### config.mk
export PLATFORM = sky130hd
export DESIGN_NAME = pwm_interval_timer
export DESIGN_NICKNAME = d
export VERILOG_FILES = /design/src/rtl/pit_pkg.sv /design/src/rtl/pwm_interval_timer.sv
export SDC_FILE = /design/constraint.sdc
export NUM_CORES = 1
export LEC_CHECK = 0
export ABC_CLOCK_PERIOD_IN_PS = 2700
export BUFFER_PORTS_ARGS = -buffer_cell sky130_fd_sc_hd__buf_2
export CORE_UTILIZATION = 55
export DETAILED_ROUTE_END_ITERATION = 8
export PLACE_DENSITY = 0.74
export SYNTH_ARGS = -nofsm -noshare
export SYNTH_HDL_FRONTEND = slang
export SYNTH_SLANG_ARGS = --single-unit
### constraint.sdc
create_clock -name i_clk -period 2.7 [get_ports i_clk]
set_clock_uncertainty 0.05 [all_clocks]
set_input_delay 0.675 -clock i_clk [delete_from_list [all_inputs] [get_ports i_clk]]
set_output_delay 0.675 -clock i_clk [all_outputs]
set_load 0.02 [all_outputs]
### src/rtl/pit_pkg.sv
// Shared constants for the PWM interval timer: request codes, register indexes and widths.
`default_nettype none
package pit_pkg;

    localparam int unsigned NumChannelsDef = 4;
    localparam int unsigned MaxChannels    = 4;

    localparam int unsigned CountW = 16;
    localparam int unsigned ReqW   = 3;
    localparam int unsigned ChanW  = 2;
    localparam int unsigned CfgIdxW  = 2;
    localparam int unsigned CfgDataW = 16;
    localparam int unsigned ModeW    = 3;
    localparam int unsigned SetupW   = 3 * MaxChannels;

    // Request codes.
    localparam logic [ReqW-1:0] REQ_TICK  = 3'd0;
    localparam logic [ReqW-1:0] REQ_START = 3'd1;
    localparam logic [ReqW-1:0] REQ_STOP  = 3'd2;
    localparam logic [ReqW-1:0] REQ_WRITE = 3'd3;
    localparam logic [ReqW-1:0] REQ_CLEAR = 3'd4;

    // Configuration register indexes.
    localparam logic [CfgIdxW-1:0] CFG_PRESCALE = 2'd0;
    localparam logic [CfgIdxW-1:0] CFG_RELOAD   = 2'd1;
    localparam logic [CfgIdxW-1:0] CFG_MODE     = 2'd2;
    localparam logic [CfgIdxW-1:0] CFG_SETUP    = 2'd3;

    // Bit positions in the mode register.
    localparam int unsigned MODE_DOWN   = 0;
    localparam int unsigned MODE_SINGLE = 1;
    localparam int unsigned MODE_IRQ_EN = 2;

    // Bit positions within one channel's setup field.
    localparam int unsigned CH_ENABLE   = 0;
    localparam int unsigned CH_MODE2    = 1;
    localparam int unsigned CH_ACT_LOW  = 2;

    localparam logic [CountW-1:0] ReloadReset = 16'hFFFF;

endpackage
`default_nettype wire

### src/rtl/pwm_interval_timer.sv
// Four-channel interval timer with prescaler, auto-reload and PWM compare outputs.
// An accepted item first updates the timer state, then the outputs are registered from it.
// One item per cycle when not stalled; counter update and PWM compare each take one stage.
// Up to two items may be in flight, so an item is taken while a result waits to be taken.
// Reset (synchronous, active low) clears the counters, flags and compare values and
// loads the register defaults (reload value all ones, everything else zero).
`default_nettype none
module pwm_interval_timer #(
    parameter int unsigned NUM_CHANNELS = pit_pkg::NumChannelsDef
) (
    input  wire logic                          i_clk,
    input  wire logic                          i_rst_n,

    input  wire logic                          i_cfg_we,
    input  wire logic [pit_pkg::CfgIdxW-1:0]   i_cfg_index,
    input  wire logic [pit_pkg::CfgDataW-1:0]  i_cfg_data,

    input  wire logic                          i_valid,
    output logic                               o_stall,
    input  wire logic [pit_pkg::ReqW-1:0]      i_req_type,
    input  wire logic [pit_pkg::ChanW-1:0]     i_channel,
    input  wire logic [pit_pkg::CountW-1:0]    i_value,

    output logic                               o_valid,
    input  wire logic                          i_stall,
    output logic [pit_pkg::MaxChannels-1:0]    o_pwm_out,
    output logic [pit_pkg::CountW-1:0]         o_count_value,
    output logic                               o_update_flag,
    output logic                               o_interrupt_request,
    output logic                               o_counting
);

    localparam int unsigned CW = pit_pkg::CountW;

    // Configuration registers.
    logic [CW-1:0]                   r_prescale;
    logic [CW-1:0]                   r_reload;
    logic [pit_pkg::ModeW-1:0]       r_mode;
    logic [pit_pkg::SetupW-1:0]      r_setup;

    // Timer state.
    logic [CW-1:0] r_presc_cnt, n_presc_cnt;
    logic [CW-1:0] r_count,     n_count;
    logic          r_run,       n_run;
    logic          r_wrap,      n_wrap;
    logic [CW-1:0] r_cmp_active  [NUM_CHANNELS];
    logic [CW-1:0] n_cmp_active  [NUM_CHANNELS];
    logic [CW-1:0] r_cmp_pending [NUM_CHANNELS];
    logic [CW-1:0] n_cmp_pending [NUM_CHANNELS];

    // Pipeline control.
    logic r_s1_valid;
    logic r_out_valid;
    logic in_accept;
    logic s1_move;
    logic out_take;

    logic [pit_pkg::MaxChannels-1:0] pwm_levels;
    logic down;
    logic step;
    logic wrapped;
    logic load_cmp;

    assign out_take  = r_out_valid && !i_stall;
    assign s1_move   = r_s1_valid && (!r_out_valid || !i_stall);
    assign o_stall   = r_s1_valid && !s1_move;
    assign in_accept = i_valid && !o_stall;
    assign o_valid   = r_out_valid;
    assign down      = r_mode[pit_pkg::MODE_DOWN];

    always_ff @(posedge i_clk) begin
        if (!i_rst_n) begin
            r_prescale <= '0;
            r_reload   <= pit_pkg::ReloadReset;
            r_mode     <= '0;
            r_setup    <= '0;
        end else if (i_cfg_we) begin
            case (i_cfg_index)
                pit_pkg::CFG_PRESCALE: r_prescale <= i_cfg_data;
                pit_pkg::CFG_RELOAD:   r_reload   <= i_cfg_data;
                pit_pkg::CFG_MODE:     r_mode     <= i_cfg_data[pit_pkg::ModeW-1:0];
                pit_pkg::CFG_SETUP:    r_setup    <= i_cfg_data[pit_pkg::SetupW-1:0];
                default: ;
            endcase
        end
    end

    // Next state for one accepted item.
    always_comb begin
        n_presc_cnt   = r_presc_cnt;
        n_count       = r_count;
        n_run         = r_run;
        n_wrap        = r_wrap;
        n_cmp_active  = r_cmp_active;
        n_cmp_pending = r_cmp_pending;
        step          = 1'b0;
        wrapped       = 1'b0;
        load_cmp      = 1'b0;

        case (i_req_type)
            pit_pkg::REQ_TICK: begin
                if (r_run) begin
                    if (r_presc_cnt >= r_prescale) begin
                        n_presc_cnt = '0;
                        step        = 1'b1;
                    end else begin
                        n_presc_cnt = CW'(r_presc_cnt + 1'b1);
                    end
                end
            end
            pit_pkg::REQ_START: begin
                n_presc_cnt = '0;
                n_count     = down ? r_reload : '0;
                load_cmp    = 1'b1;
                n_run       = 1'b1;
            end
            pit_pkg::REQ_STOP: begin
                n_run = 1'b0;
            end
            pit_pkg::REQ_WRITE: begin
                for (int c = 0; c < NUM_CHANNELS; c++) begin
                    if (i_channel == pit_pkg::ChanW'(c)) begin
                        n_cmp_pending[c] = i_value;
                    end
                end
            end
            pit_pkg::REQ_CLEAR: begin
                n_wrap = 1'b0;
            end
            default: ;
        endcase

        if (step) begin
            if (down) begin
                if (r_count == '0) begin
                    n_count = r_reload;
                    wrapped = 1'b1;
                end else begin
                    n_count = CW'(r_count - 1'b1);
                end
            end else begin
                if (r_count >= r_reload) begin
                    n_count = '0;
                    wrapped = 1'b1;
                end else begin
                    n_count = CW'(r_count + 1'b1);
                end
            end
        end

        if (wrapped) begin
            n_wrap   = 1'b1;
            load_cmp = 1'b1;
            if (r_mode[pit_pkg::MODE_SINGLE]) begin
                n_run = 1'b0;
            end
        end

        // Pending compares are those before any write in this same item.
        if (load_cmp) begin
            n_cmp_active = r_cmp_pending;
        end
    end

    always_ff @(posedge i_clk) begin
        if (!i_rst_n) begin
            r_presc_cnt <= '0;
            r_count     <= '0;
            r_run       <= 1'b0;
            r_wrap      <= 1'b0;
            for (int c = 0; c < NUM_CHANNELS; c++) begin
                r_cmp_active[c]  <= '0;
                r_cmp_pending[c] <= '0;
            end
        end else if (in_accept) begin
            r_presc_cnt   <= n_presc_cnt;
            r_count       <= n_count;
            r_run         <= n_run;
            r_wrap        <= n_wrap;
            r_cmp_active  <= n_cmp_active;
            r_cmp_pending <= n_cmp_pending;
        end
    end

    // PWM levels from the registered state.
    always_comb begin
        logic [2:0] bits;
        logic       act;
        pwm_levels = '0;
        for (int c = 0; c < NUM_CHANNELS; c++) begin
            bits = r_setup[3*c +: 3];
            act  = down ? (r_count <= r_cmp_active[c]) : (r_count < r_cmp_active[c]);
            act  = act ^ bits[pit_pkg::CH_MODE2] ^ bits[pit_pkg::CH_ACT_LOW];
            pwm_levels[c] = bits[pit_pkg::CH_ENABLE] && act;
        end
    end

    always_ff @(posedge i_clk) begin
        if (!i_rst_n) begin
            r_s1_valid  <= 1'b0;
            r_out_valid <= 1'b0;
        end else begin
            if (in_accept) begin
                r_s1_valid <= 1'b1;
            end else if (s1_move) begin
                r_s1_valid <= 1'b0;
            end
            if (s1_move) begin
                r_out_valid <= 1'b1;
            end else if (out_take) begin
                r_out_valid <= 1'b0;
            end
        end
    end

    always_ff @(posedge i_clk) begin
        if (s1_move) begin
            o_pwm_out           <= pwm_levels;
            o_count_value       <= r_count;
            o_update_flag       <= r_wrap;
            o_interrupt_request <= r_wrap && r_mode[pit_pkg::MODE_IRQ_EN];
            o_counting          <= r_run;
        end
    end

`ifndef SYNTHESIS
    a_stall_needs_full: assert property (@(posedge i_clk) disable iff (!i_rst_n)
        o_stall |-> (r_s1_valid && o_valid && i_stall))
        else $error("input stalled while the pipeline has room");

    a_irq_implies_flag: assert property (@(posedge i_clk) disable iff (!i_rst_n)
        (o_valid && o_interrupt_request) |-> o_update_flag)
        else $error("interrupt request without update flag");

    a_stop_clears_run: assert property (@(posedge i_clk) disable iff (!i_rst_n)
        (in_accept && i_req_type == pit_pkg::REQ_STOP) |=> !r_run)
        else $error("stop request left the counter running");

    a_start_sets_run: assert property (@(posedge i_clk) disable iff (!i_rst_n)
        (in_accept && i_req_type == pit_pkg::REQ_START) |=> (r_run && r_presc_cnt == '0))
        else $error("start request did not restart the counter");
`endif

endmodule
`default_nettype wire

After elaboration in Yosys (flattened, before gate mapping)
Index checks and enable logic that the tools add are counted.
Storage, ports and cells
  register bits after elaboration: 234
  memory bits (writable): 0
  bits in read-only memories: 0
  output and inout port bits: 25
  memories kept: 0
  bits in latches: 0
  input port bits: 44
  word-level logic and storage cells: 121
Operators by class
  magnitude comparators: 10
  div/mod/pow operators: 0
  multiply operators: 0
  muxes and demuxes: 31
  equal/unequal tests: 11
  bitwise operators: 8
  add/subtract/negate cells: 3
  shifts and indexed selects: 0
  reductions and logical operators: 35
Operator list (number)
  two-way mux 16 bit: 8
  less-or-equal comparator 16 bit: 4
  less-than comparator 16 bit: 4
  adder 16 x 1 -> 16 bit, second input constant: 2
  >= comparator 16 bit: 2
  one-hot mux 16 bit (2 select lines): 1
  two-way mux 1 bit: 21
  logical NOT 16 bit: 1
  subtractor 16 x 1 -> 16 bit, second input constant: 1
  AND reduction 3 bit: 5
  AND reduction 2 bit: 7
  nonzero test 2 bit: 5
  logical AND 1 bit: 9
  equality test 2 bit, second input constant: 4
  XOR 1 bit: 8
  equality test 3 x 2 -> 1 bit, second input constant: 2
  equality test 2 x 1 -> 1 bit, second input constant: 2
  logical NOT 1 bit: 4
  logical NOT 2 bit: 2
  equality test 3 x 1 -> 1 bit, second input constant: 1
  equality test 3 bit, second input constant: 1
  logical NOT 3 bit: 1
  inequality test 2 bit, second input constant: 1
  one-hot mux 1 bit (2 select lines): 1
  logical OR 1 bit: 1

Logic depth before layout (Yosys ltp)
Gate-level depths: netlist (run 1).
  word-level depth: 8
  depth in mapped cells: 12
  gate-level depth less buffers: 9

Least setup slack after synthesis (run 1)
Ideal clock, no wire load.
  path type: in2reg
  start: input port i_stall
  end: register o_count_value[0] (netlist bit) (enable)
  buffers on the path: 0
  path slack: -0.196 ns
  library setup time: 0.438 ns
  arrival time: 2.407 ns
  stages: 1
  required time: 2.212 ns
  cells stage by stage: a21boi_0
On the way
  longest elaborated chain between the ends: 3
RTL lines
  from (decl): RTL line pwm_interval_timer.sv:25  | input wire logic i_stall,
  logical NOT 1 bit: RTL line pwm_interval_timer.sv:65  | assign s1_move = r_s1_valid && (!r_out_valid || !i_stall);
  logical OR 1 bit: RTL line pwm_interval_timer.sv:65
  logical AND 1 bit: RTL line pwm_interval_timer.sv:65
  to (signal assigned): RTL line pwm_interval_timer.sv:219  | o_count_value <= r_count;
  to (decl): RTL line pwm_interval_timer.sv:27  | output logic [pit_pkg::CountW-1:0] o_count_value,
Every way passes these cells.
A chain may end at the register's enable or synchronous reset.

Worst setup path after layout (run 1)
  start: register r_reload[0]
  end: register r_cmp_active[20] (netlist bit)
On the way
  longest elaborated chain between the ends: 6
RTL lines
  from (decl): RTL line pwm_interval_timer.sv:37  | logic [CW-1:0] r_reload;
  from (signal assigned): RTL line pwm_interval_timer.sv:74  | r_reload <= pit_pkg::ReloadReset;
  from (signal assigned): RTL line pwm_interval_timer.sv:80  | pit_pkg::CFG_RELOAD: r_reload <= i_cfg_data;
  >= comparator 16 bit: RTL line pwm_interval_timer.sv:142  | if (r_count >= r_reload) begin
  two-way mux 1 bit: RTL line pwm_interval_timer.sv:142
  two-way mux 1 bit: RTL line pwm_interval_timer.sv:134  | if (down) begin
  two-way mux 1 bit: RTL line pwm_interval_timer.sv:133  | if (step) begin
  two-way mux 1 bit: RTL line pwm_interval_timer.sv:151  | if (wrapped) begin
  AND reduction 2 bit (no line)
  to (signal assigned): RTL line pwm_interval_timer.sv:180  | r_cmp_active <= n_cmp_active;
  to (decl): RTL line pwm_interval_timer.sv:46  | logic [CW-1:0] r_cmp_active [NUM_CHANNELS];
Every way passes these cells.

==> flow_summary.json, run 1 <==
{
  "post-route-min-period_ps": 2680,
  "hold_path_depth": 3,
  "ant_nets_after_route": 0,
  "placed_cell_area_sq_um": 13000,
  "regToRegSetupSlack_ps": 20,
  "max-cap-violations": 0,
  "worst_pin_slew_ps": 851,
  "min_path_type": "in -> reg",
  "postSynth.topFlopCell": "dfxtp_1",
  "max_freq_ghz": 0.373,
  "layout-area-overhead-vs-synth_pct": 23.0,
  "final_global_route_overflow_total": 0,
  "layout.cell_area.non_filler_sq_um": 14600,
  "library_cell_occupying_the_most_area_in_the_post_synthesis_netlist": "dfxtp_1",
  "setup.worst_path.start_class": "flip-flop",
  "crit_buf_inv": 4,
  "synthTopCellsByArea": "dfxtp_1 (36%), ha_1 (11%), nand2_1 (6.6%)",
  "final.period_utilization_pct": 99.4,
  "power.density_nw_per_um2": 534,
  "grt_antenna_before_repair": 0,
  "design.die.area_sq_um": 22200,
  "max_slew_margin_pct": 43.2,
  "critical_path.max_fanout": 7,
  "timing.critical_path.arrival_ps": 3090,
  "finalNetCount": 1672,
  "synth_area_sq_um": 11900,
  "dpl_worst_slack_ps": -60.9,
  "clockBufferDepth": 3,
  "rr_startpoint": "r_reload[0]",
  "critPathTopFamily": "compound AO/OA/AOI/OAI gates",
  "slew_violations": 0,
  "seq_area_frac_synth_pct": 41.3,
  "result_of_the_run": "completed",
  "drcViolationCount": 0,
  "drt_wl_total_microns": 34100,
  "synthDominantCellAreaShare_pct": 35.5,
  "place.gp.congestion": 0.949,
  "ctsRootBufferMaster": "clkbuf_16",
  "violation_count_after_the_first_detailed_route_iteration": 835,
  "boundaryPins": 69,
  "die_x_microns": 149,
  "drt-pass1-iter-count": 5,
  "die_h_microns": 149,
  "cp_slowest_cell": "a2111o_1",
  "grt_first_pass_wirelength_microns": 50800,
  "netlist_instances": 1410,
  "track_usage_pct": 29.0,
  "cts.reportedPaths.clkPinSlew_ps": 60,
  "yosys_warnings": 0,
  "routed_via_density": 5.89,
  "asyncSetResetFlopFracSynth_pct": 0,
  "cts.hold.buffers_added": 0,
  "antenna_cells": 0,
  "syn-mean-instance-area_sq_um": 8.43,
  "mappedNetlistNets": 1554,
  "postSynthRegisterBits": 234,
  "clock_tree_from_tritoncts": "yes",
  "setup_viol": 0,
  "end_point_of_the_most_critical_hold_path": "r_s1_valid",
  "initial_utilization_pct": 56.4,
  "min-delay-start": "i_valid",
  "timing_hold_violations_final": 0,
  "worst_slack_ps": 16.1,
  "drive_above_1_share_pct": 18.8,
  "p_leak_nw": 6.10,
  "cpPeakStageDelay_ps": 390,
  "first_global_vias": 9819,
  "routed_wire_per_std_cell_microns": 18.8,
  "worst-r2r-cell-count": 12,
  "criticalPathCategory": "reg -> reg",
  "clock_sinks": 234,
  "timing.critical_path.from": "r_reload[0]",
  "later_pin_clock_latency_in_the_skew_report_ps": 530,
  "post-dp-hpwl_microns": 23100,
  "rows": 53,
  "cts.htree.levels": 1,
  "place.port_buffers": 68,
  "core_region_area_sq_um": 21100,
  "num_vias": 10700,
  "worst_ir_drop_on_vdd_v": 0.000498,
  "critical_path.cell_chain": "ha_4 > nand2b_4 > a2111o_1 > a311oi_2 > nand3_1 > buf_6 > a31oi_4 > buf_6 > buf_12 > clkbuf_16 > nand3_1 > o21ai_0",
  "r2r_end": "r_cmp_active[20]",
  "synth_cell_type_count": 70,
  "numCtsBuffers": 25,
  "ff_latch_area_sq_um": 4930,
  "worstPathRequired_ps": 3100,
  "multi_input_area_sq_um": 6510,
  "numPlacedInstances": 1753,
  "layoutNonFillerInstCount": 1820,
  "filler_cell_count": 1673,
  "power_mw": 7.80,
  "grt_max_degree": 67,
  "cp-end-kind": "flip-flop",
  "number_of_flops_mapped_to_enable_cells_by_yosys": 23,
  "grt_setup_unrepaired": "yes"
}
-- sequential cells by signal, summed over array words and instances, names as in the netlist, 3 cells and up --
name / flops
o_pwm_out: 4
r_setup: 12
r_mode: 3
r_cmp_pending: 64
r_presc_cnt: 16
r_count: 16
o_count_value: 16
r_reload: 16
r_prescale: 16
r_cmp_active: 64
-- area by class of cell --
| cell class | count | share of cell area (%) |
|---|---|---|
| well taps | 275 | 2.35 |
| inverters | 105 | 2.69 |
| clock inverters | 12 | 1.01 |
| repair buffers | 176 | 10.7 |
| flip-flops and latches | 234 | 33.7 |
| multi-input cells | 986 | 44.5 |
| clock buffers | 32 | 5.09 |
-- worst min-delay path, stage by stage --
cell and delay, ps:
buf_2 100, nor2_1 40, nor2_1 80
-- how the worst max path moves through the flow --
stage	endpoint	slack, ps	depth (start not counted)
final	r_cmp_active[20]	20	12
after detailed placement	r_count[9]	-60	10
after global routing	r_cmp_active[20]	-60	13
after global placement	r_count[9]	-30	10
after floorplan	r_cmp_pending[53]	-7	8
after CTS	r_count[9]	20	11
-- power by group --
| part | internal [mW] | total (mW) | switching [mW] |
|---|---|---|---|
| combinational | 0.202 | 0.534 | 0.331 |
| sequential | 3.56 | 3.59 | 0.0329 |
| clock | 2.23 | 3.68 | 1.45 |
| total | 5.99 | 7.80 | 1.81 |
-- metal layers --
| metal | GRT usage [%] | vias to the layer above | share of wire [%] |
|---|---|---|---|
| met5 | 0 | - | 0 |
| met4 | 13.6 | 0 | 5.0 |
| met3 | 3.82 | 103 | 6.4 |
| met2 | 48.1 | 407 | 47 |
| met1 | 37.4 | 5051 | 42 |
| li1 | - | 5160 | - |
-- synthesized netlist by cell type (all sizes together), types with 13 or more instances --
cell type  instances
nor3              22
mux2i             52
edfxtp            23
o21ai             97
a21oi             76
a211oi            14
clkbuf            58
buf               27
a21o              13
o31ai             15
nand3            103
nand4             22
nand2            209
nor2              94
dfxtp            211
inv              104
ha               100
xor2              18
xnor2             13
o211ai            23
-- logic make-up (layout without fill, tap and decap cells) --
logic type,Yosys count,in the layout,synth area share [%]
buffers and inverters,190,325,6.40
muxes,52,52,4.38
adders and majority gates,100,100,10.5
xor gates and xnor gates,31,31,2.28
and+or+nand+nor,513,513,19.9
AOI/OAI and AO/OA,290,290,15.2
DFF,234,234,41.3
-- what timing repair did --
action / in CTS / in global routing
gates cloned: 0 / 14
endpoints found under the hold margin: 0 / 0
setup endpoints to repair: 3 / 75
gates resized for setup: 2 / 84
setup buffers: 0 / 9
pin swaps: 1 / 15
-- stage by stage --
step | setup TNS, ps | utilization [%] | hold WS, ps
2_1_floorplan | -70.8 | - | 366
3_3_place_gp | -42.0 | 61.8 | 383
3_5_place_dp | -174 | 61.8 | 389
4_1_cts | 0 | 66.0 | 346
5_1_grt | -895 | 69.4 | 363
6_report | 0 | 69.4 | 353
-- cell usage in the layout (no fill, tap or decap), types with 7 or more instances in the layout --
master     instances
o21ai_2            9
inv_1            103
buf_12            10
dfxtp_1          203
buf_2             67
o31ai_1           15
nand3_1           81
clkbuf_16         40
nor2_1            94
edfxtp_1          23
o21ai_0           52
nand2_1          208
nand4_1           21
mux2i_1           52
buf_4             80
xnor2_1           13
xor2_1            18
nor3_1            17
o21ai_1           36
o211ai_1          23
nand3_2           22
a211oi_1          13
nand2b_1           8
and3_1            11
dfxtp_2            7
ha_1              96
a21o_1            12
a21oi_1           74
Note: power is estimated with default switching activity, not from simulation.
==> inputs of run 2 (changes only) <==
--- a/config.mk
+++ b/config.mk
@@ -7,9 +7,11 @@
 export LEC_CHECK = 0
 export ABC_CLOCK_PERIOD_IN_PS = 2700
 export BUFFER_PORTS_ARGS = -buffer_cell sky130_fd_sc_hd__buf_2
+export CORE_ASPECT_RATIO = 1.5
 export CORE_UTILIZATION = 55
 export DETAILED_ROUTE_END_ITERATION = 8
 export PLACE_DENSITY = 0.74
+export SKIP_LAST_GASP = 1
 export SYNTH_ARGS = -nofsm -noshare
 export SYNTH_HDL_FRONTEND = slang
 export SYNTH_SLANG_ARGS = --single-unit
==> flow_summary.json, run 2 (synthesis gave the netlist of run 1 again) <==
{
  "layout-area-overhead-vs-synth_pct": 20.2,
  "cts.htree.levels": 1,
  "rows": 65,
  "grt_max_degree": 129,
  "num_vias": 10800,
  "drive_above_1_share_pct": 17.5,
  "worstPathRequired_ps": 3070,
  "numPlacedInstances": 1758,
  "final.period_utilization_pct": 100,
  "track_usage_pct": 30.6,
  "cts.reportedPaths.clkPinSlew_ps": 60,
  "max_slew_margin_pct": 59.5,
  "layout.cell_area.non_filler_sq_um": 14300,
  "ff_latch_area_sq_um": 4920,
  "antenna_cells": 0,
  "min-delay-start": "i_cfg_data[15]",
  "p_leak_nw": 6.01,
  "boundaryPins": 69,
  "grt_antenna_before_repair": 0,
  "post-dp-hpwl_microns": 25100,
  "worst_ir_drop_on_vdd_v": 0.000585,
  "ant_nets_after_route": 0,
  "setup_total_negative_slack_ps": -2.55,
  "drt-pass1-iter-count": 5,
  "design.die.area_sq_um": 22200,
  "core_region_area_sq_um": 21100,
  "placed_cell_area_sq_um": 13100,
  "dpl_worst_slack_ps": -51.7,
  "later_pin_clock_latency_in_the_skew_report_ps": 530,
  "timing_hold_violations_final": 0,
  "result_of_the_run": "finished, violations left",
  "rr_startpoint": "r_count[8]",
  "post-route-min-period_ps": 2700,
  "largest_registers": "r_cmp_active x64, r_cmp_pending x64",
  "drt_wl_total_microns": 35400,
  "top_library_cells_by_usage_in_the_layout_fill_and_taps_aside": "nand2_1 (209), dfxtp_1 (206), inv_1 (103), ha_1 (99), nand3_1 (94)",
  "layoutNonFillerInstCount": 1815,
  "timing.critical_path.from": "r_count[8]",
  "worst_slack_ps": -2.55,
  "numCtsBuffers": 23,
  "drcViolationCount": 0,
  "criticalPathCategory": "reg -> reg",
  "finalNetCount": 1676,
  "die_x_microns": 122,
  "clockBufferDepth": 3,
  "setup.worst_path.start_class": "flip-flop",
  "cp-end-kind": "flip-flop",
  "worst_hold_slack_ps": 354,
  "die_h_microns": 182,
  "place.gp.congestion": 0.988,
  "power.density_nw_per_um2": 520,
  "filler_cell_count": 1733,
  "cts.hold.buffers_added": 0,
  "min_path_type": "in -> reg",
  "routed_via_density": 5.94,
  "final_global_route_overflow_total": 0,
  "max_freq_ghz": 0.370,
  "finalCoreUtilization_pct": 67.6,
  "slew_violations": 0,
  "setup_viol": 1,
  "critical_path.max_fanout": 7,
  "grt_first_pass_wirelength_microns": 52800,
  "place.port_buffers": 68,
  "violation_count_after_the_first_detailed_route_iteration": 752,
  "multi_input_area_sq_um": 6410,
  "final_common_cell": "nand2_1",
  "clock_tree_from_tritoncts": "yes",
  "worst_pin_slew_ps": 607,
  "failed_checks": "negative setup slack",
  "initial_utilization_pct": 56.2,
  "first_global_vias": 10400,
  "max-cap-violations": 0,
  "power_mw": 7.43,
  "clock_sinks": 234,
  "ctsRootBufferMaster": "clkbuf_16",
  "grt_setup_unrepaired": "yes",
  "timing.critical_path.arrival_ps": 3070,
  "routed_wire_per_std_cell_microns": 19.5
}
## run 2: cell types whose count changed in the layout (fill, tap and decap cells not counted), moves of 3 or more
cell,change
dfxtp_1,+3
buf_6,+7
nand3_2,-14
ha_1,+3
buf_4,+7
buf_8,+3
nand3_1,+13
ha_4,-3
clkbuf_16,-11
nor3_2,-3
clkbuf_1,+3
## run 2: worst paths after layout
path,to,slack [ps],cells past startpoint
hold reg to reg,r_cmp_active[26],400,2
setup / recovery,r_cmp_active[22],-3,11
hold / removal,r_prescale[15],350,3
setup reg to reg,r_cmp_active[22],-3,11
## run 2: layer usage
metal	share of wire, %	GRT usage (%)
met4	7.3	20.9
met2	51	55.7
met1	37	32.1
met5	0	0
met3	5.3	3.94
## run 2: worst max-delay path, cell delays in order, from the launching register on
cell,delay (ps)
dfxtp_2,330
buf_6,140
or4_4,480
nor4_4,420
nand4_2,230
a21oi_4,210
a31oi_4,110
buf_12,160
buf_12,150
clkbuf_16,160
nand3_1,80
o21ai_1,70
## run 2: cell type report
cell class	instances	area share, %
repair buffers	182	10.2
inverters	105	2.76
clock buffers	33	4.94
clock inverters	7	0.481
well taps	268	2.35
flip-flops and latches	234	34.4
multi-input cells	986	44.8
## run 2: timing repair
item,in CTS,in global routing
resized for setup,2,80
setup buffers,0,12
setup endpoints to repair,34,73
pin swaps,1,9
cloned,0,5
## run 2: power by group
group	total, mW	switching [mW]	internal [mW]
clock	3.30	1.38	1.92
sequential	3.59	0.0316	3.56
combinational	0.546	0.346	0.200
total	7.43	1.76	5.67
